**src/hdl/ita_pkg.sv**
```systemverilog
// Shared types and constants for the integer-to-ASCII formatter.
// Used by ita_ctrl, ita_dpath and the top level; no dependencies.
`default_nettype none

package ita_pkg;

	localparam logic [2:0] KIND_SDEC = 3'd0;
	localparam logic [2:0] KIND_UDEC = 3'd1;
	localparam logic [2:0] KIND_LHEX = 3'd2;
	localparam logic [2:0] KIND_UHEX = 3'd3;
	localparam logic [2:0] KIND_OCT  = 3'd4;

	localparam logic [7:0] ASC_SPACE = 8'h20;
	localparam logic [7:0] ASC_MINUS = 8'h2D;
	localparam logic [7:0] ASC_ZERO  = 8'h30;
	localparam logic [7:0] ASC_LX    = 8'h78;
	localparam logic [7:0] ASC_UX    = 8'h58;
	localparam logic [7:0] ASC_LA    = 8'h61;
	localparam logic [7:0] ASC_UA    = 8'h41;

	typedef enum logic [2:0] {
		CH_SPACE,
		CH_MINUS,
		CH_ZERO,
		CH_X,
		CH_DIGIT
	} char_sel_t;

	typedef struct packed {
		logic      load;
		logic      dabble;
		logic      extract;
		logic      size;
		logic      pad_dec;
		logic      dig_pop;
		logic      emit;
		char_sel_t sel;
		logic      last;
	} ctl_cmd_t;

	typedef struct packed {
		logic dec;
		logic last_bit;
		logic ex_last;
		logic pad0;
		logic pad_zero;
		logic pad_one;
		logic neg;
		logic prefix;
		logic dig_one;
	} ctl_sts_t;

	function automatic logic [7:0] digit_ascii(input logic [3:0] d, input logic upper);
		logic [7:0] r;
		if (d < 4'd10)
			r = ASC_ZERO + {4'd0, d};
		else if (upper)
			r = ASC_UA + {4'd0, d - 4'd10};
		else
			r = ASC_LA + {4'd0, d - 4'd10};
		return r;
	endfunction

endpackage

`default_nettype wire

```
**src/hdl/ita_ctrl.sv**
```systemverilog
// Sequencing state machine of the formatter: conversion, digit split, sizing, emission.
// Depends on ita_pkg for the command and status structs.
`default_nettype none

module ita_ctrl (
	input  wire                clk,
	input  wire                arst_n,
	input  wire                start,
	output logic               busy,
	input  ita_pkg::ctl_sts_t  sts,
	output ita_pkg::ctl_cmd_t  cmd
);
	import ita_pkg::*;

	typedef enum logic [3:0] {
		S_IDLE,
		S_CONV,
		S_EXTRACT,
		S_SIZE,
		S_PAD_SP,
		S_SIGN,
		S_PRE0,
		S_PREX,
		S_PAD_Z,
		S_DIGITS
	} state_t;

	state_t state_q;
	state_t state_nxt;

	always_comb begin
		state_nxt = state_q;
		cmd       = '0;
		cmd.sel   = CH_SPACE;
		case (state_q)
			S_IDLE: begin
				if (start) begin
					cmd.load  = 1'b1;
					state_nxt = S_CONV;
				end
			end
			S_CONV: begin
				if (!sts.dec) begin
					state_nxt = S_EXTRACT;
				end else begin
					cmd.dabble = 1'b1;
					if (sts.last_bit)
						state_nxt = S_EXTRACT;
				end
			end
			S_EXTRACT: begin
				cmd.extract = 1'b1;
				if (sts.ex_last)
					state_nxt = S_SIZE;
			end
			S_SIZE: begin
				cmd.size  = 1'b1;
				state_nxt = S_PAD_SP;
			end
			S_PAD_SP: begin
				if (sts.pad0 || sts.pad_zero) begin
					state_nxt = S_SIGN;
				end else begin
					cmd.emit    = 1'b1;
					cmd.sel     = CH_SPACE;
					cmd.pad_dec = 1'b1;
					if (sts.pad_one)
						state_nxt = S_SIGN;
				end
			end
			S_SIGN: begin
				if (sts.neg) begin
					cmd.emit = 1'b1;
					cmd.sel  = CH_MINUS;
				end
				state_nxt = S_PRE0;
			end
			S_PRE0: begin
				if (sts.prefix) begin
					cmd.emit  = 1'b1;
					cmd.sel   = CH_ZERO;
					state_nxt = S_PREX;
				end else begin
					state_nxt = S_PAD_Z;
				end
			end
			S_PREX: begin
				cmd.emit  = 1'b1;
				cmd.sel   = CH_X;
				state_nxt = S_PAD_Z;
			end
			S_PAD_Z: begin
				if (!sts.pad0 || sts.pad_zero) begin
					state_nxt = S_DIGITS;
				end else begin
					cmd.emit    = 1'b1;
					cmd.sel     = CH_ZERO;
					cmd.pad_dec = 1'b1;
					if (sts.pad_one)
						state_nxt = S_DIGITS;
				end
			end
			S_DIGITS: begin
				cmd.emit    = 1'b1;
				cmd.sel     = CH_DIGIT;
				cmd.dig_pop = 1'b1;
				if (sts.dig_one) begin
					cmd.last  = 1'b1;
					state_nxt = S_IDLE;
				end
			end
			default: begin
				state_nxt = S_IDLE;
			end
		endcase
	end

	always_ff @(posedge clk or negedge arst_n) begin
		if (!arst_n) begin
			state_q <= S_IDLE;
		end else begin
			state_q <= state_nxt;
		end
	end

	assign busy = (state_q != S_IDLE);

	ast_dabble_dec: assert property (@(posedge clk) disable iff (!arst_n)
		cmd.dabble |-> sts.dec)
		else $error("dabble step on a non-decimal word");

	ast_last_to_idle: assert property (@(posedge clk) disable iff (!arst_n)
		cmd.last |=> !busy)
		else $error("final character did not return to idle");

	ast_load_idle: assert property (@(posedge clk) disable iff (!arst_n)
		cmd.load |=> busy && !cmd.emit)
		else $error("load not followed by conversion");

endmodule

`default_nettype wire

```
**src/hdl/ita_dpath.sv**
```systemverilog
// Datapath of the formatter: magnitude, binary-to-BCD shifter, digit buffer,
// pad counter and registered character output. Depends on ita_pkg.
`default_nettype none

module ita_dpath #(
	parameter int VALUE_BITS = 32,
	parameter int MAX_WIDTH  = 63
) (
	input  wire                clk,
	input  wire                arst_n,
	input  wire  [2:0]         cmd_kind,
	input  wire  [31:0]        value,
	input  wire  [5:0]         min_width,
	input  wire                zero_pad,
	input  wire                hex_prefix,
	input  ita_pkg::ctl_cmd_t  cmd,
	output ita_pkg::ctl_sts_t  sts,
	output logic               strobe,
	output logic [7:0]         char_code,
	output logic               last
);
	import ita_pkg::*;

	localparam int VB   = VALUE_BITS;
	localparam int NDIG = VB * 3 / 10 + 1;
	localparam int WW   = NDIG * 4;
	localparam int NBUF = (VB + 2) / 3;
	localparam int IW   = $clog2(NBUF);
	localparam int NW   = $clog2(NBUF + 1);
	localparam int CW   = $clog2(VB);
	localparam logic [5:0] MAXW = 6'(MAX_WIDTH);

	logic [VB-1:0] vin;
	logic          in_neg;
	logic [VB-1:0] in_mag;
	logic          in_dec;
	logic          in_hex;

	logic          dec_q;
	logic          oct_q;
	logic          upper_q;
	logic          neg_q;
	logic          prefix_q;
	logic          pad0_q;
	logic [5:0]    width_q;
	logic [VB-1:0] mag_q;
	logic [WW-1:0] work_q;
	logic [CW-1:0] cnt_q;
	logic [NW-1:0] n_q;
	logic [5:0]    pad_q;
	logic [3:0]    buf_q [NBUF];

	logic [WW-1:0] adj;
	logic [WW-1:0] shifted;
	logic [3:0]    ex_dig;
	logic [5:0]    body;
	logic [IW-1:0] rd_idx;
	logic [3:0]    rd_dig;
	logic [7:0]    ch;

	logic          strobe_q;
	logic [7:0]    char_q;
	logic          last_q;

	assign vin    = VB'(value);
	assign in_neg = (cmd_kind == KIND_SDEC) && vin[VB-1];
	assign in_mag = in_neg ? (~vin + VB'(1)) : vin;
	assign in_hex = (cmd_kind == KIND_LHEX) || (cmd_kind == KIND_UHEX);
	assign in_dec = !in_hex && (cmd_kind != KIND_OCT);

	always_comb begin
		adj = work_q;
		for (int i = 0; i < NDIG; i++) begin
			if (work_q[4*i +: 4] >= 4'd5)
				adj[4*i +: 4] = work_q[4*i +: 4] + 4'd3;
		end
	end

	assign shifted = oct_q ? (work_q >> 3) : (work_q >> 4);
	assign ex_dig  = oct_q ? {1'b0, work_q[2:0]} : work_q[3:0];
	assign body    = 6'(n_q) + {5'd0, neg_q} + (prefix_q ? 6'd2 : 6'd0);
	assign rd_idx  = IW'(n_q - NW'(1));
	assign rd_dig  = buf_q[rd_idx];

	always_comb begin
		case (cmd.sel)
			CH_SPACE: ch = ASC_SPACE;
			CH_MINUS: ch = ASC_MINUS;
			CH_ZERO:  ch = ASC_ZERO;
			CH_X:     ch = upper_q ? ASC_UX : ASC_LX;
			CH_DIGIT: ch = digit_ascii(rd_dig, upper_q);
			default:  ch = ASC_SPACE;
		endcase
	end

	always_ff @(posedge clk or negedge arst_n) begin
		if (!arst_n) begin
			strobe_q <= 1'b0;
		end else begin
			strobe_q <= cmd.emit;
		end
	end

	always_ff @(posedge clk) begin
		if (cmd.emit) begin
			char_q <= ch;
			last_q <= cmd.last;
		end
		if (cmd.load) begin
			dec_q    <= in_dec;
			oct_q    <= (cmd_kind == KIND_OCT);
			upper_q  <= (cmd_kind == KIND_UHEX);
			neg_q    <= in_neg;
			prefix_q <= in_hex && hex_prefix;
			pad0_q   <= zero_pad;
			width_q  <= (min_width > MAXW) ? MAXW : min_width;
			mag_q    <= in_mag;
			work_q   <= in_dec ? '0 : WW'(in_mag);
			cnt_q    <= '0;
			n_q      <= '0;
		end
		if (cmd.dabble) begin
			work_q <= {adj[WW-2:0], mag_q[VB-1]};
			mag_q  <= mag_q << 1;
			cnt_q  <= cnt_q + CW'(1);
		end
		if (cmd.extract) begin
			buf_q[n_q[IW-1:0]] <= ex_dig;
			n_q                <= n_q + NW'(1);
			work_q             <= shifted;
		end
		if (cmd.size)
			pad_q <= (width_q > body) ? (width_q - body) : 6'd0;
		if (cmd.pad_dec)
			pad_q <= pad_q - 6'd1;
		if (cmd.dig_pop)
			n_q <= n_q - NW'(1);
	end

	assign sts.dec      = dec_q;
	assign sts.last_bit = (cnt_q == CW'(VB - 1));
	assign sts.ex_last  = (shifted == '0);
	assign sts.pad0     = pad0_q;
	assign sts.pad_zero = (pad_q == 6'd0);
	assign sts.pad_one  = (pad_q == 6'd1);
	assign sts.neg      = neg_q;
	assign sts.prefix   = prefix_q;
	assign sts.dig_one  = (n_q == NW'(1));

	assign strobe    = strobe_q;
	assign char_code = char_q;
	assign last      = last_q;

	ast_gap_after_last: assert property (@(posedge clk) disable iff (!arst_n)
		strobe_q && last_q |=> !strobe_q)
		else $error("character emitted right after a final character");

	ast_pad_underflow: assert property (@(posedge clk) disable iff (!arst_n)
		cmd.pad_dec |-> pad_q != 6'd0)
		else $error("pad count underflow");

	ast_pop_empty: assert property (@(posedge clk) disable iff (!arst_n)
		cmd.dig_pop |-> n_q != '0)
		else $error("digit read from empty buffer");

	ast_buf_overflow: assert property (@(posedge clk) disable iff (!arst_n)
		cmd.extract |-> n_q < NW'(NBUF))
		else $error("digit buffer overflow");

endmodule

`default_nettype wire

```
**src/hdl/integer_to_ascii_formatter_unit.sv**
```systemverilog
// Integer-to-ASCII formatter: one value in, its printf-style text out, one character a word.
// On start the value is loaded; decimal kinds run shift-add-3 steps over every value bit,
// then the digits are split into a buffer, the pad is sized, and space fill, sign, 0x/0X
// prefix, zero fill and digits follow, with strobe low in steps that emit nothing.
// The receiver cannot stall; next word accepted once busy is low.
// arst_n clears the sequencer and the output strobe; other registers are not reset.
`default_nettype none

module integer_to_ascii_formatter_unit #(
	parameter int VALUE_BITS = 32,
	parameter int MAX_WIDTH  = 63
) (
	input  wire         clk,
	input  wire         arst_n,
	input  wire         start,
	output logic        busy,
	input  wire  [2:0]  cmd,
	input  wire  [31:0] value,
	input  wire  [5:0]  min_width,
	input  wire         zero_pad,
	input  wire         hex_prefix,
	output logic        strobe,
	output logic [7:0]  char_code,
	output logic        last
);
	import ita_pkg::*;

	ctl_cmd_t ctl_cmd;
	ctl_sts_t ctl_sts;

	ita_ctrl u_ctrl (
		.clk    (clk),
		.arst_n (arst_n),
		.start  (start),
		.busy   (busy),
		.sts    (ctl_sts),
		.cmd    (ctl_cmd)
	);

	ita_dpath #(
		.VALUE_BITS (VALUE_BITS),
		.MAX_WIDTH  (MAX_WIDTH)
	) u_dpath (
		.clk        (clk),
		.arst_n     (arst_n),
		.cmd_kind   (cmd),
		.value      (value),
		.min_width  (min_width),
		.zero_pad   (zero_pad),
		.hex_prefix (hex_prefix),
		.cmd        (ctl_cmd),
		.sts        (ctl_sts),
		.strobe     (strobe),
		.char_code  (char_code),
		.last       (last)
	);

endmodule

`default_nettype wire

```
**config.mk**
```make
export PLATFORM = sky130hd
export DESIGN_NAME = integer_to_ascii_formatter_unit
export DESIGN_NICKNAME = d
export VERILOG_FILES = /design/src/hdl/ita_pkg.sv /design/src/hdl/ita_ctrl.sv /design/src/hdl/ita_dpath.sv /design/src/hdl/integer_to_ascii_formatter_unit.sv
export SDC_FILE = /design/constraint.sdc
export NUM_CORES = 1
export LEC_CHECK = 0
export ABC_AREA = 1
export BUFFER_PORTS_ARGS = -buffer_cell sky130_fd_sc_hd__buf_4
export CORE_AREA = 2 2 141 143
export DETAILED_ROUTE_END_ITERATION = 10
export DIE_AREA = 0 0 143 145
export GPL_TIMING_DRIVEN = 0
export PLACE_DENSITY = 0.81
export SETUP_SLACK_MARGIN = 0.05
export SKIP_LAST_GASP = 1
export SLEW_MARGIN = 15
export SYNTH_ARGS = -nofsm -noshare
export SYNTH_HDL_FRONTEND = slang
export SYNTH_SLANG_ARGS = --single-unit
```
**constraint.sdc**
```tcl
create_clock -name clk -period 3 [get_ports clk]
set_clock_uncertainty 0.2 [all_clocks]
set_input_delay 0.15 -clock clk [delete_from_list [all_inputs] [get_ports clk]]
set_output_delay 0.15 -clock clk [all_outputs]
set_load 0.02 [all_outputs]
```
* Word level (Yosys, flattened, before mapping)
Memory sizes are Yosys's and may differ from the RTL's. Index checks and enable logic that the tools add are counted.
Word-level totals: register bits 113, bits in latches 0, bits in writable memories 44, bits in read-only memories 0, output and inout port bits 11, memories kept 1
Memory list:
- u_dpath.buf_q | depth 11, width 4, read ports 1, clocked after memory_dff 0, write ports 1, line ita_dpath.sv:51 | logic [3:0] buf_q [NBUF];
Operators by class: $add $sub $neg 22, multiply operators 0, div/mod/pow operators 0, magnitude comparators 13, eq/ne operators 26, shifts and indexed selects 0, mux-type cells 61, bitwise gates (word level) 1, reductions and logical operators 18
Operator list (number):
- 32-bit 2-to-1 mux | 4
- 40-bit 2-to-1 mux | 3
- 4-bit 2-to-1 mux | 27
- 4-bit by 3-bit greater-or-equal comparator with 1-bit output, second input constant | 10
- 40-bit logical NOT | 1
- 4-bit case mux with 10 select lines | 1
- 37-bit 2-to-1 mux | 1
- 4-bit by 2-bit adder with 4-bit output, second input constant | 9
- 32-bit by 1-bit adder with 32-bit output, second input constant | 1
- 32-bit inverter | 1
- 8-bit case mux with 4 select lines | 1
- 6-bit 2-to-1 mux | 4
- 4-bit case mux with 6 select lines | 1
- 7-bit by 4-bit adder with 8-bit output, first input constant | 2
- 4-bit by 3-bit equality test with 1-bit output, second input constant | 4
- 8-bit 2-to-1 mux | 2
- 3-bit by 2-bit equality test with 1-bit output, second input constant | 4
- 1-bit 2-to-1 mux | 12
- 5-bit 2-to-1 mux | 2
- 4-bit by 1-bit equality test with 1-bit output, second input constant | 2
- 4-bit by 2-bit equality test with 1-bit output, second input constant | 2
- 4-bit equality test, second input constant | 2
- 6-bit by 4-bit adder with 7-bit output, first input constant | 1
- 6-bit adder | 1
- other kinds (31) | 43

* Logic depth before layout (Yosys ltp)
Gate-level depths: netlist of the first run.
depth in word-level cells 8, depth in mapped cells 18, depth with buffers taken out 17

* Modules after synthesis
Synthesis of the first run repeated with hierarchy kept, for this count alone.
Second synthesis, totals: cell total of the unflattened synthesis 1244, area, all modules 10138.5 um2
By module, submodules not included:
- ita_dpath | instances 1, cells an instance 1163, area an instance 9678.0 um2
- ita_ctrl | instances 1, cells an instance 81, area an instance 460.4 um2

* Worst setup path before layout of the first run
OpenSTA, ideal clock, no wires.
kind reg2reg, start point reg u_dpath.n_q[0], end point reg u_dpath.pad_q[5] (data pin), setup time 254 ps, arrival 2604 ps, path slack -58 ps, cell stages (with the launch flop) 15, buffers on the path 0, period minus slack after synthesis 3058 ps, cell sequence edfxtp_1 ha_1 ha_1 ha_1 ha_1 xor2_1 ha_1 a21oi_1 o21ai_0 a21oi_1 nor2_1 o21ai_2 nor2_1 nand2_1 nand2_1
Between the ends: longest elaborated chain between the ends 6, elaborated cells between the ends (all ways) 7
RTL lines:
- start, declared | line ita_dpath.sv:49 | logic [NW-1:0] n_q;
- start signal, assigned | line ita_dpath.sv:129 | n_q <= n_q + NW'(1);
- start signal, assigned | line ita_dpath.sv:137 | n_q <= n_q - NW'(1);
- 4-bit by 1-bit adder with 5-bit output * | line ita_dpath.sv:81 | assign body = 6'(n_q) + {5'd0, neg_q} + (prefix_q ? 6'd2 : 6'd0);
- 6-bit adder * | line ita_dpath.sv:81
- 6-bit subtractor / 6-bit > comparator (equally long branches) | line ita_dpath.sv:133 | pad_q <= (width_q > body) ? (width_q - body) : 6'd0;
- 6-bit 2-to-1 mux * | line ita_dpath.sv:133
- 6-bit 2-to-1 mux * | line ita_dpath.sv:132 | if (cmd.size)
- 6-bit 2-to-1 mux * | line ita_dpath.sv:134 | if (cmd.pad_dec)
- end signal, assigned | line ita_dpath.sv:133
- end signal, assigned | line ita_dpath.sv:135 | pad_q <= pad_q - 6'd1;
- end, declared | line ita_dpath.sv:50 | logic [5:0] pad_q;
Mark *: on every way between the ends. The rest lies on a longest branch, timed or not. The select of a mux whose other input is x is not followed. A chain may end at the register's enable or synchronous reset.

* Final worst setup path of the first run
Ends and elaborated chain as after synthesis.

==> metrics.yaml, run 1 <==
status: "complete, but fails checks"
violations: "negative setup slack"
hold_violations: 0
finalWorstSetupSlack_ns: -0.1586
initial_utilization: 0.5280
io_buffer_count: 49
yosysTopAreaCellShare: 0.4442
worstSetupPathType: "reg -> reg"
power_density_nw_per_um2: 1114
cap_violations: 0
dr.pass1.iters: 5
die_x_um: 143
whs_path_depth: 3
final_cells: 1640
drv_slew: 0
cp-start-kind: "flip-flop"
synthArstFlopShare: 0.03205
fill_cells: 1546
die_y_um: 145
clk_latency_ns: 0.44
power.total_mw: 13.41
fin_crit_ns: 3.159
coreArea_um2: 19210
synth-compound-area-share: 0.1279
seqCellArea_um2: 4649
die-area_um2: 20740
diodes: 0
required_ns: 2.99
clkTransAtPathRegs_ns: 0.07
reg2reg_to: "u_dpath.pad_q[5]$_DFFE_PP_"
syn_area_um2: 10140
drc: 0
setup_violations: 6
maxSlewHeadroom: 0.4963
hold_class: "in -> reg"
ctsLongestPathBuffers: 2
worstMarginPinSlew_ns: 0.7498
htreeDepth: 4
gp_congestion: 0.9660
synth_edf_count: 150
root_buffer: "clkbuf_16"
synth_warnings: 0
via_count: 9310
wl_mm: 27.96
grt_overflow: 0
met3_usage: 0.05017
ys_types: 48
ys.flop_type: "edfxtp_1"
grt.busiest_layer: "met2"
ff2ff_path_depth: 15
layout-drive-gt1-share: 0.1367
min-delay-start: "value[6]"
min_period_over_period: 1.053
grt_max_degree: 29
synthAdderAreaFrac: 0.05503
critical_path_peak_fanout: 6
rsz0062_at_grt: "true"
muxShareOfSynthArea: 0
yosysTopAreaCell: "edfxtp_1"
cts_tree: "yes"
setup_tns_ns: -0.7317
viasPerCell: 5.677
nets: 1452
whs_endpoint: "u_dpath.mag_q[6]$_DFFE_PP_"
end_kind: "flip-flop"
synth_xor_xnor_area_share: 0.03282
synthCells: 1246
numCtsBuffers: 17
grtUsageTotal: 0.2666
synth_top_family_by_area: "simple AND/OR/NAND/NOR gates"
synth_area_leaders: "edfxtp_1 44%, nand2_1 12%, ha_1 5.3%, o21ai_0 4.9%, inv_1 4.9%"
hpwl_mm: 19.41
antenna_found_initial: 0
place_inst: 1562
p_leak_nw: 5.132
first_global_vias: 8768
drt_iter0_drc: 883
irDropWorstVdd_v: 0.0006083
r2r-start: "u_dpath.n_q[0]$_DFFE_PP_"
routedWlPerCell_um: 17.05
ys_seq_area_frac: 0.4585
met2_usage: 0.4536
clock-sinks: 156
avgSynthCellArea_um2: 8.139
syn_to_final_growth_pct: 18.69
row_count: 51
yosys.area_share.simple: 0.2438
multi_input_area_um2: 4776
crit_arrival_ns: 3.15
ys_seq_elements: 156
ant_nets: 0
grt_use_met1: 0.3341
io_pins: 57
syn_nets: 1336
grt_pass1_wl_mm: 43.73
max_freq_ghz: 0.3166
r2r_slack_ns: -0.16
==> worst max path at each step <==
stage,depth (start not counted),from,to
after global placement,7,u_ctrl.state_q[0]$_DFFE_PN0P_,u_dpath.work_q[24]$_DFFE_PP_
after floorplan,14,u_dpath.n_q[0]$_DFFE_PP_,u_dpath.pad_q[5]$_DFFE_PP_
after global routing,17,u_dpath.n_q[0]$_DFFE_PP_,u_dpath.pad_q[5]$_DFFE_PP_
after detailed placement,14,u_dpath.n_q[0]$_DFFE_PP_,u_dpath.char_code[4]$_DFFE_PP_
final,15,u_dpath.n_q[0]$_DFFE_PP_,u_dpath.pad_q[5]$_DFFE_PP_
after CTS,15,u_dpath.n_q[0]$_DFFE_PP_,u_dpath.pad_q[5]$_DFFE_PP_
==> layout by cell type (no fill, tap or decap), drive strengths merged, types with 10 or more instances in the layout <==
master and n:
buf 112, nor2 135, ha 43, xnor2 12, nand3 98, xor2 26
o21ai 113, a22o 11, nand4 12, a22oi 10, dlygate4sd3 25, nand2 320
a21oi 48, clkbuf 29, a21boi 10, edfxtp 150, inv 151, nor3 18
a31oi 11
==> cells by family (layout without fill, tap and decap cells) <==
logic type	count (synthesis)	after routing
AOI/OAI and AO/OA	225	225
xor gates and xnor gates	38	38
adders and majority gates	44	44
buffers and inverters	192	321
DFF	156	156
other	1	1
and+or+nand+nor	590	590
==> power by group <==
| part | leakage, nW | switching [mW] | internal (mW) |
|---|---|---|---|
| logic | 3.36 | 4.45 | 2.57 |
| clock network | 0.280 | 0.989 | 1.18 |
| registers | 1.49 | 0.556 | 3.66 |
| total | 5.13 | 6.00 | 7.41 |
==> routing by layer <==
layer  vias up  wire length [um]
met5         -                 0
met4         0               977
met3        77              2100
met2       499             13830
met1      4306             11050
li1       4428                 -
==> sequential cells by signal (all words and copies together) (netlist names), 4 cells and up <==
signal / flops
u_dpath.work_q: 40
u_dpath.buf_q: 44
u_dpath.width_q: 6
u_dpath.mag_q: 32
u_dpath.pad_q: 6
u_ctrl.state_q: 4
u_dpath.char_code: 7
u_dpath.cnt_q: 5
u_dpath.n_q: 4
==> cells in the mapped netlist, types with 4 or more instances <==
cell      instances
buf_4             7
a21boi_0          6
nand2_1         317
o21ai_0         100
a31oi_1          11
clkbuf_1         10
a22o_1           11
ha_1             43
inv_1           133
buf_6             6
o21ai_1          11
nand4_1          12
inv_2             8
a22oi_1          10
a21oi_1          48
buf_2            28
nor3_1           16
edfxtp_1        150
a21boi_1          4
dfrtp_1           5
nor2_1          131
o22ai_1           5
xor2_1           26
o211ai_1          5
nand3_1          96
xnor2_1          12
==> worst max-delay path, stage by stage (launching register included) <==
cell      delay [ns]
edfxtp_1        0.43
buf_6           0.15
ha_4            0.16
ha_4            0.22
ha_4            0.16
ha_4            0.15
xor2_1          0.15
ha_1            0.36
a21oi_2         0.21
o21ai_2         0.11
a21oi_2         0.14
nor2_1          0.06
o21ai_2         0.25
nor2_1          0.07
nand2_1         0.06
nand2_1         0.04
==> area by class of cell <==
cell class | count | area share
inverter | 141 | 0.04439
sequential | 156 | 0.3863
tap | 265 | 0.02755
timing repair buffer | 97 | 0.07017
buffer | 51 | 0.02692
multi-input combinational | 898 | 0.3968
clock inverter | 14 | 0.01227
clock buffer | 18 | 0.03566
==> what timing repair did <==
action                                  4_1_cts  5_1_grt
endpoints found under the setup margin       10       10
pin swaps                                     7       11
resized for setup                             8       20
hold buffers                                 25        0
setup buffers                                 6       14
gates cloned                                  0        1
hold endpoints to repair                     26        0
==> per-stage QoR <==
stage               utilization  hold slack [ns]  setup slack, ns  cell area (um^2)
floorplan                     -          -0.3456          0.03854             10180
global placement         0.5666          -0.2400          -0.7081             10880
detailed placement       0.5695          -0.2376          -0.3088             10940
CTS                      0.6163         0.002877         -0.02496             11840
global route             0.6267          0.02733          -0.3198             12040
finish                   0.6267          0.01755          -0.1586             12040
No activity file was read; power rests on OpenSTA's default activity.
==> inputs of run 2 (changes only) <==
- ABC_AREA: 1 -> not set
- CORE_AREA: 2 2 141 143 -> 2 2 135 137
- DIE_AREA: 0 0 143 145 -> 0 0 137 139
- PLACE_DENSITY: 0.81 -> 0.82
==> metrics.yaml, run 2 <==
status: "complete, but fails checks"
violations: "negative setup slack"
place_inst: 1143
fill_cells: 1251
grt_use_met1: 0.3449
seqPwrFrac: 0.308
first_global_vias: 7593
grt_overflow: 0
drv_slew: 0
met3_usage: 0.05373
p_int_mw: 8.178
coreArea_um2: 17660
required_ns: 2.98
clk_latency_ns: 0.43
initial_utilization: 0.5315
rsz0062_at_grt: "true"
ys_types: 69
met2_usage: 0.4546
setup_tns_ns: -1.651
synth_edf_count: 150
pre_cts_slack_ns: -1.119
routedWlPerCell_um: 20.91
maxSlewHeadroom: 0.3798
ys_seq_elements: 156
fin_util: 0.6587
final_cell_mix: "150 x edfxtp_1, 73 x buf_4, 66 x o21ai_0"
synth_warnings: 0
diodes: 0
grtUsageTotal: 0.2710
yosysMostFrequentCell: "edfxtp_1"
hold_violations: 0
grt_max_degree: 37
fin_crit_ns: 3.216
worstSetupPathType: "reg -> reg"
io_pins: 57
irDropWorstVdd_v: 0.0008111
gp_congestion: 0.8632
min_period_over_period: 1.072
avgSynthCellArea_um2: 10.85
crit_arrival_ns: 3.20
yosysTopAreaCell: "edfxtp_1"
worstMarginPinSlew_ns: 0.9224
ys_top_cells_by_count: "150 x edfxtp_1, 70 x o21ai_0, 67 x a21oi_1, 67 x nand2_1, 55 x mux2i_1"
via_count: 7839
layout-drive-gt1-share: 0.1867
drt_iter0_drc: 1036
dr.pass1.iters: 5
yosysTopAreaCellShare: 0.4800
max_freq_ghz: 0.3109
clock-sinks: 156
holdWs_ns: 0.01304
row_count: 49
switching_power_mw: 5.854
root_buffer: "clkbuf_16"
p_leak_nw: 4.318
grt_pass1_wl_mm: 39.93
synthCells: 865
io_buffer_count: 49
ant_nets: 0
hold_class: "in -> reg"
ys.flop_type: "edfxtp_1"
cp-start-kind: "flip-flop"
critical_path_peak_fanout: 5
drc: 0
power_density_nw_per_um2: 1206
ys_seq_area_frac: 0.4955
syn_to_final_growth_pct: 23.95
htreeDepth: 4
die-area_um2: 19040
end_kind: "flip-flop"
hpwl_mm: 16.39
wl_mm: 25.84
syn_area_um2: 9384
synth_area_leaders: "edfxtp_1 48%, mux2i_1 5.9%, ha_1 5.7%, o21ai_0 3.7%, a21oi_1 3.6%"
cts_tree: "yes"
nets: 1085
viasPerCell: 6.342
synthArstFlopShare: 0.03205
numCtsBuffers: 17
clkTransAtPathRegs_ns: 0.07
clockPowerShare: 0.157
die_y_um: 139
syn_nets: 955
largest_reg_flops: 44
combPwrFrac: 0.535
final_cells: 1236
grt.busiest_layer: "met2"
cap_violations: 0
antenna_found_initial: 0
ctsLongestPathBuffers: 2
setup_violations: 11
final_common_cell: "edfxtp_1"
die_x_um: 137
switching_share: 0.4172
finalWorstSetupSlack_ns: -0.2162
-- run 2: changes by cell type in the layout (fill, tap and decap cells not counted), moves of 11 or more --
cell	previous run	this run
nand2_1	313	65
nand3_1	93	13
nor3b_1	1	12
a221oi_1	0	16
xnor2_1	12	25
nand2b_1	0	18
and3_1	0	11
inv_1	131	36
nor2_1	129	49
buf_2	25	2
mux2i_1	0	52
a21oi_1	46	65
clkbuf_1	11	27
o21ai_0	97	66
-- run 2: layer usage --
| metal | share of wire | up-vias |
|---|---|---|
| met5 | 0 | - |
| met1 | 0.39 | 3783 |
| met4 | 0.037 | 0 |
| met2 | 0.50 | 460 |
| li1 | - | 3501 |
| met3 | 0.072 | 95 |
-- run 2: power by group through the flow --
| stage | clock network (mW) | logic [mW] | registers [mW] |
|---|---|---|---|
| 6_report | 2.20 | 7.51 | 4.32 |
| 5_1_grt | 2.28 | 8.09 | 4.40 |
| 4_1_cts | 2.19 | 6.66 | 4.27 |
| 3_5_place_dp | 0 | 5.69 | 4.35 |
| 3_3_place_gp | 0 | 5.51 | 4.30 |
| 2_1_floorplan | 0 | 4.36 | 4.14 |
-- run 2: worst paths after layout --
check | depth (start not counted) | endpoint | from | slack [ns]
worst min register to register | 2 | u_dpath.mag_q[0]$_SDFFE_PP0P_ | u_dpath.mag_q[0]$_SDFFE_PP0P_ | 0.28
worst max register to register | 13 | u_dpath.char_code[2]$_DFFE_PP_ | u_dpath.n_q[0]$_DFFE_PP_ | -0.22
max in group asynchronous | 3 | u_ctrl.state_q[3]$_DFFE_PN0P_ | arst_n | 1.93
worst max-delay path | 13 | u_dpath.char_code[2]$_DFFE_PP_ | u_dpath.n_q[0]$_DFFE_PP_ | -0.22
min in group asynchronous | 3 | u_dpath.strobe$_DFF_PN0_ | arst_n | 0.46
worst min-delay path | 3 | u_dpath.mag_q[10]$_DFFE_PP_ | value[10] | 0.01
-- run 2: layout make-up --
type                            instances  area [um^2]  share of cell area
Buffer                                 42        207.7             0.01786
Timing Repair Buffer                  113        983.4             0.08455
Tap cell                              229        286.5             0.02463
Sequential cell                       156         4649              0.3997
Multi-Input combinational cell        624         4758              0.4091
Clock buffer                           17        425.4             0.03657
Clock inverter                         14        158.9             0.01366
Inverter                               41        161.4             0.01388
-- run 2: stage by stage --
| step | area [um^2] | total power [mW] |
|---|---|---|
| final | 11630 | 14.03 |
| after global routing | 11630 | 14.76 |
| after CTS | 11470 | 13.12 |
| after detailed placement | 10170 | 10.03 |
| after global placement | 10170 | 9.807 |
| after floorplan | 9512 | 8.500 |
-- run 2: logic make-up after synthesis --
family | count (synthesis) | synth area share
compound gates | 230 | 0.1528
xor+xnor | 55 | 0.05133
fa+ha+maj | 44 | 0.05947
buf+inv | 86 | 0.03680
flops | 156 | 0.4955
mux | 67 | 0.07933
other cells | 1 | 0.0003996
simple gates | 226 | 0.1244
-- run 2: what timing repair did --
action,CTS,global route
setup buffers,20,9
hold buffers,35,0
endpoints found under the setup margin,106,134
endpoints found under the hold margin,50,0
gates cloned,2,0
pin swaps,15,18
resized for setup,37,30
-- run 2: worst max-delay path, stage by stage, from the launching register on --
cell and delay, ns:
edfxtp_1 0.40, buf_6 0.13, clkinvlp_4 0.12, ha_4 0.31, buf_12 0.16, mux2i_2 0.14
mux4_2 0.51, mux2i_4 0.24, inv_4 0.09, ha_4 0.28, xor2_1 0.15, nand2_1 0.09
nand2_1 0.07, o21ai_1 0.06
==> inputs of run 3 (changes only) <==
- CORE_AREA: 2 2 135 137 -> 2 2 141 143
- DIE_AREA: 0 0 137 139 -> 0 0 143 145
- PLACE_DENSITY: 0.82 -> 0.77
- SYNTH_HIERARCHICAL: not set -> 1
==> metrics.yaml, run 3 <==
status: "complete, but fails checks"
violations: "negative setup slack"
die_y_um: 145
cts_tree: "yes"
p_leak_nw: 4.376
grt_max_degree: 37
irDropWorstVdd_v: 0.0005751
min-delay-start: "value[6]"
min_period_over_period: 1.041
synth_edf_count: 150
root_buffer: "clkbuf_16"
ant_nets: 0
nets: 1119
setup_violations: 4
grt_overflow: 0
via_count: 7622
holdWs_ns: 0.02691
r2r-start: "u_dpath/n_q[0]$_DFFE_PP_"
cp_slowest_stage_delay_ns: 0.43
ys.flop_type: "edfxtp_1"
routedWlPerCell_um: 18.36
cp-start-kind: "flip-flop"
ys_seq_elements: 156
synth-compound-area-share: 0.1367
maxSlewHeadroom: 0.5206
synth_top_family_by_area: "simple AND/OR/NAND/NOR gates"
drc: 0
crit_path_top_delay_cell: "edfxtp_1"
initial_utilization: 0.4928
synthArstFlopShare: 0.03205
viasPerCell: 5.827
max_freq_ghz: 0.3202
reg2reg_to: "u_dpath/char_code[1]$_DFFE_PP_"
cp_num_buf_inv: 5
ff2ff_path_depth: 12
clkTransAtPathRegs_ns: 0.07
worstMarginPinSlew_ns: 0.7192
ys_seq_area_frac: 0.4912
pre_cts_slack_ns: -0.2817
yosys.area_share.simple: 0.1433
end_kind: "flip-flop"
power_density_nw_per_um2: 1124
antenna_found_initial: 0
synth_warnings: 6
worstSetupPathType: "reg -> reg"
clock-sinks: 156
cap_violations: 0
path_common_cell: "buf_4"
synthAdderAreaFrac: 0.05843
hpwl_mm: 15.88
cp_cell_sequence: "buf_8 -> clkinv_8 -> ha_4 -> buf_12 -> mux2i_1 -> mux4_2 -> mux2i_4 -> buf_4 -> buf_4 -> o21ai_2 -> nor2_1 -> a211oi_1"
critical_path_peak_fanout: 5
avgSynthCellArea_um2: 10.54
drt_iter0_drc: 741
first_global_vias: 7368
grtUsageTotal: 0.2299
rsz0062_at_grt: "true"
path_delay_family: "compound AO/OA/AOI/OAI gates"
io_buffer_count: 49
ys_types: 72
synth_xor_xnor_area_share: 0.05459
place_inst: 1213
gp_congestion: 0.9090
row_count: 51
hold_violations: 0
whs_path_depth: 3
wl_mm: 24.01
htreeDepth: 4
final_cell_mix: "150 x edfxtp_1, 95 x nand2_1, 76 x buf_4"
crit_arrival_ns: 3.13
clk_latency_ns: 0.43
io_pins: 57
required_ns: 3.01
synth_area_leaders: "edfxtp_1 48%, ha_1 5.4%, mux2i_1 4.3%, nand2_1 3.8%, o21ai_0 3.5%"
synthCells: 898
coreArea_um2: 19210
whs_endpoint: "u_dpath/mag_q[6]$_DFFE_PP_"
ys_top_cells_by_count: "150 x edfxtp_1, 96 x nand2_1, 67 x o21ai_0"
cp_num_cells: 12
die_x_um: 143
diodes: 0
syn_nets: 987
finalWorstSetupSlack_ns: -0.1231
drv_slew: 0
r2r_slack_ns: -0.12
ctsLongestPathBuffers: 2
fin_crit_ns: 3.123
yosysTopAreaCellShare: 0.4759
grt_pass1_wl_mm: 37.38
muxShareOfSynthArea: 0.07310
final_common_cell: "edfxtp_1"
layout-drive-gt1-share: 0.1850
syn_area_um2: 9465
yosysTopAreaCell: "edfxtp_1"
yosysMostFrequentCell: "edfxtp_1"
die-area_um2: 20740
final_cells: 1308
hold_class: "in -> reg"
syn_to_final_growth_pct: 22.64
largest_reg_flops: 44
numCtsBuffers: 17
dr.pass1.iters: 6
## run 3: cell count changes in the layout (fill, tap and decap cells not counted), sizes merged, moves of 7 or more
cell and delta:
mux2i -15, nand3 -10, nand2 +30, xnor2 +10, o221ai +9, nor2 +9
a221oi -11, mux2 +8, buf +7, nor3 +9, inv +8
## run 3: how the worst max path moves through the flow
stage | start | slack (ns) | to
6_report | u_dpath/n_q[0]$_DFFE_PP_ | -0.12 | u_dpath/char_code[1]$_DFFE_PP_
5_1_grt | u_dpath/n_q[0]$_DFFE_PP_ | -0.21 | u_dpath/char_code[1]$_DFFE_PP_
4_1_cts | u_dpath/n_q[0]$_DFFE_PP_ | -0.05 | u_dpath/char_code[2]$_DFFE_PP_
3_5_place_dp | u_ctrl/state_q[2]$_DFFE_PN0P_ | -0.28 | u_dpath/mag_q[7]$_DFFE_PP_
3_3_place_gp | u_ctrl/state_q[2]$_DFFE_PN0P_ | -0.92 | u_dpath/work_q[6]$_DFFE_PP_
2_1_floorplan | u_dpath/n_q[0]$_DFFE_PP_ | 0.04 | u_dpath/char_code[2]$_DFFE_PP_
## run 3: cells by family after synthesis
logic type      Yosys count
simple gates            276
compound gates          207
flops                   156
buf+inv                  96
mux                      60
xor+xnor                 59
fa+ha+maj                43
other cells               1
## run 3: metrics by stage
| stage | power (mW) | util | TNS (ns) | cell area (um^2) |
|---|---|---|---|---|
| 2_1_floorplan | 8.344 | - | 0 | 9540 |
| 3_3_place_gp | 9.622 | 0.5331 | -48.83 | 10240 |
| 3_5_place_dp | 9.823 | 0.5342 | -20.19 | 10260 |
| 4_1_cts | 12.56 | 0.5971 | -0.08209 | 11470 |
| 5_1_grt | 13.84 | 0.6044 | -1.066 | 11610 |
| 6_report | 13.05 | 0.6044 | -0.3241 | 11610 |
## run 3: worst register-to-register path: cells and delay by family, from the launching register on
family	cells	cell delay, ns
buffers and inverters	5	0.62
adder cells (fa/ha/maj)	1	0.31
AO/OA/AOI/OAI	2	0.63
multiplexers	3	0.62
AND/OR/NAND/NOR	1	0.09
flip-flops	1	0.43
## run 3: cell type report
type,count,area (um^2)
well taps,265,331.6
multi-input cells,647,4592
clock inverters,15,173.9
repair buffers,113,996.0
inverters,47,188.9
clock buffers,17,425.4
plain buffers,48,251.5
fillers,1497,7599
flip-flops and latches,156,4649
## run 3: metal layers
layer	routed length, um	vias up	GRT usage
met1	9725	3621	0.2995
met4	829	0	0.09950
met2	11710	385	0.3703
met5	0	-	0
li1	-	3554	-
met3	1743	62	0.04752
## run 3: repair_timing
action,CTS,global route
buffers inserted,18,6
hold buffers,38,0
pin swaps,14,14
setup endpoints to repair,145,83
endpoints found under the hold margin,52,0
resized for setup,25,22
gates cloned,1,1
## run 3: power by group
| group | switching (mW) | internal (mW) |
|---|---|---|
| logic | 3.63 | 2.95 |
| registers | 0.747 | 3.56 |
| clock network | 0.981 | 1.19 |
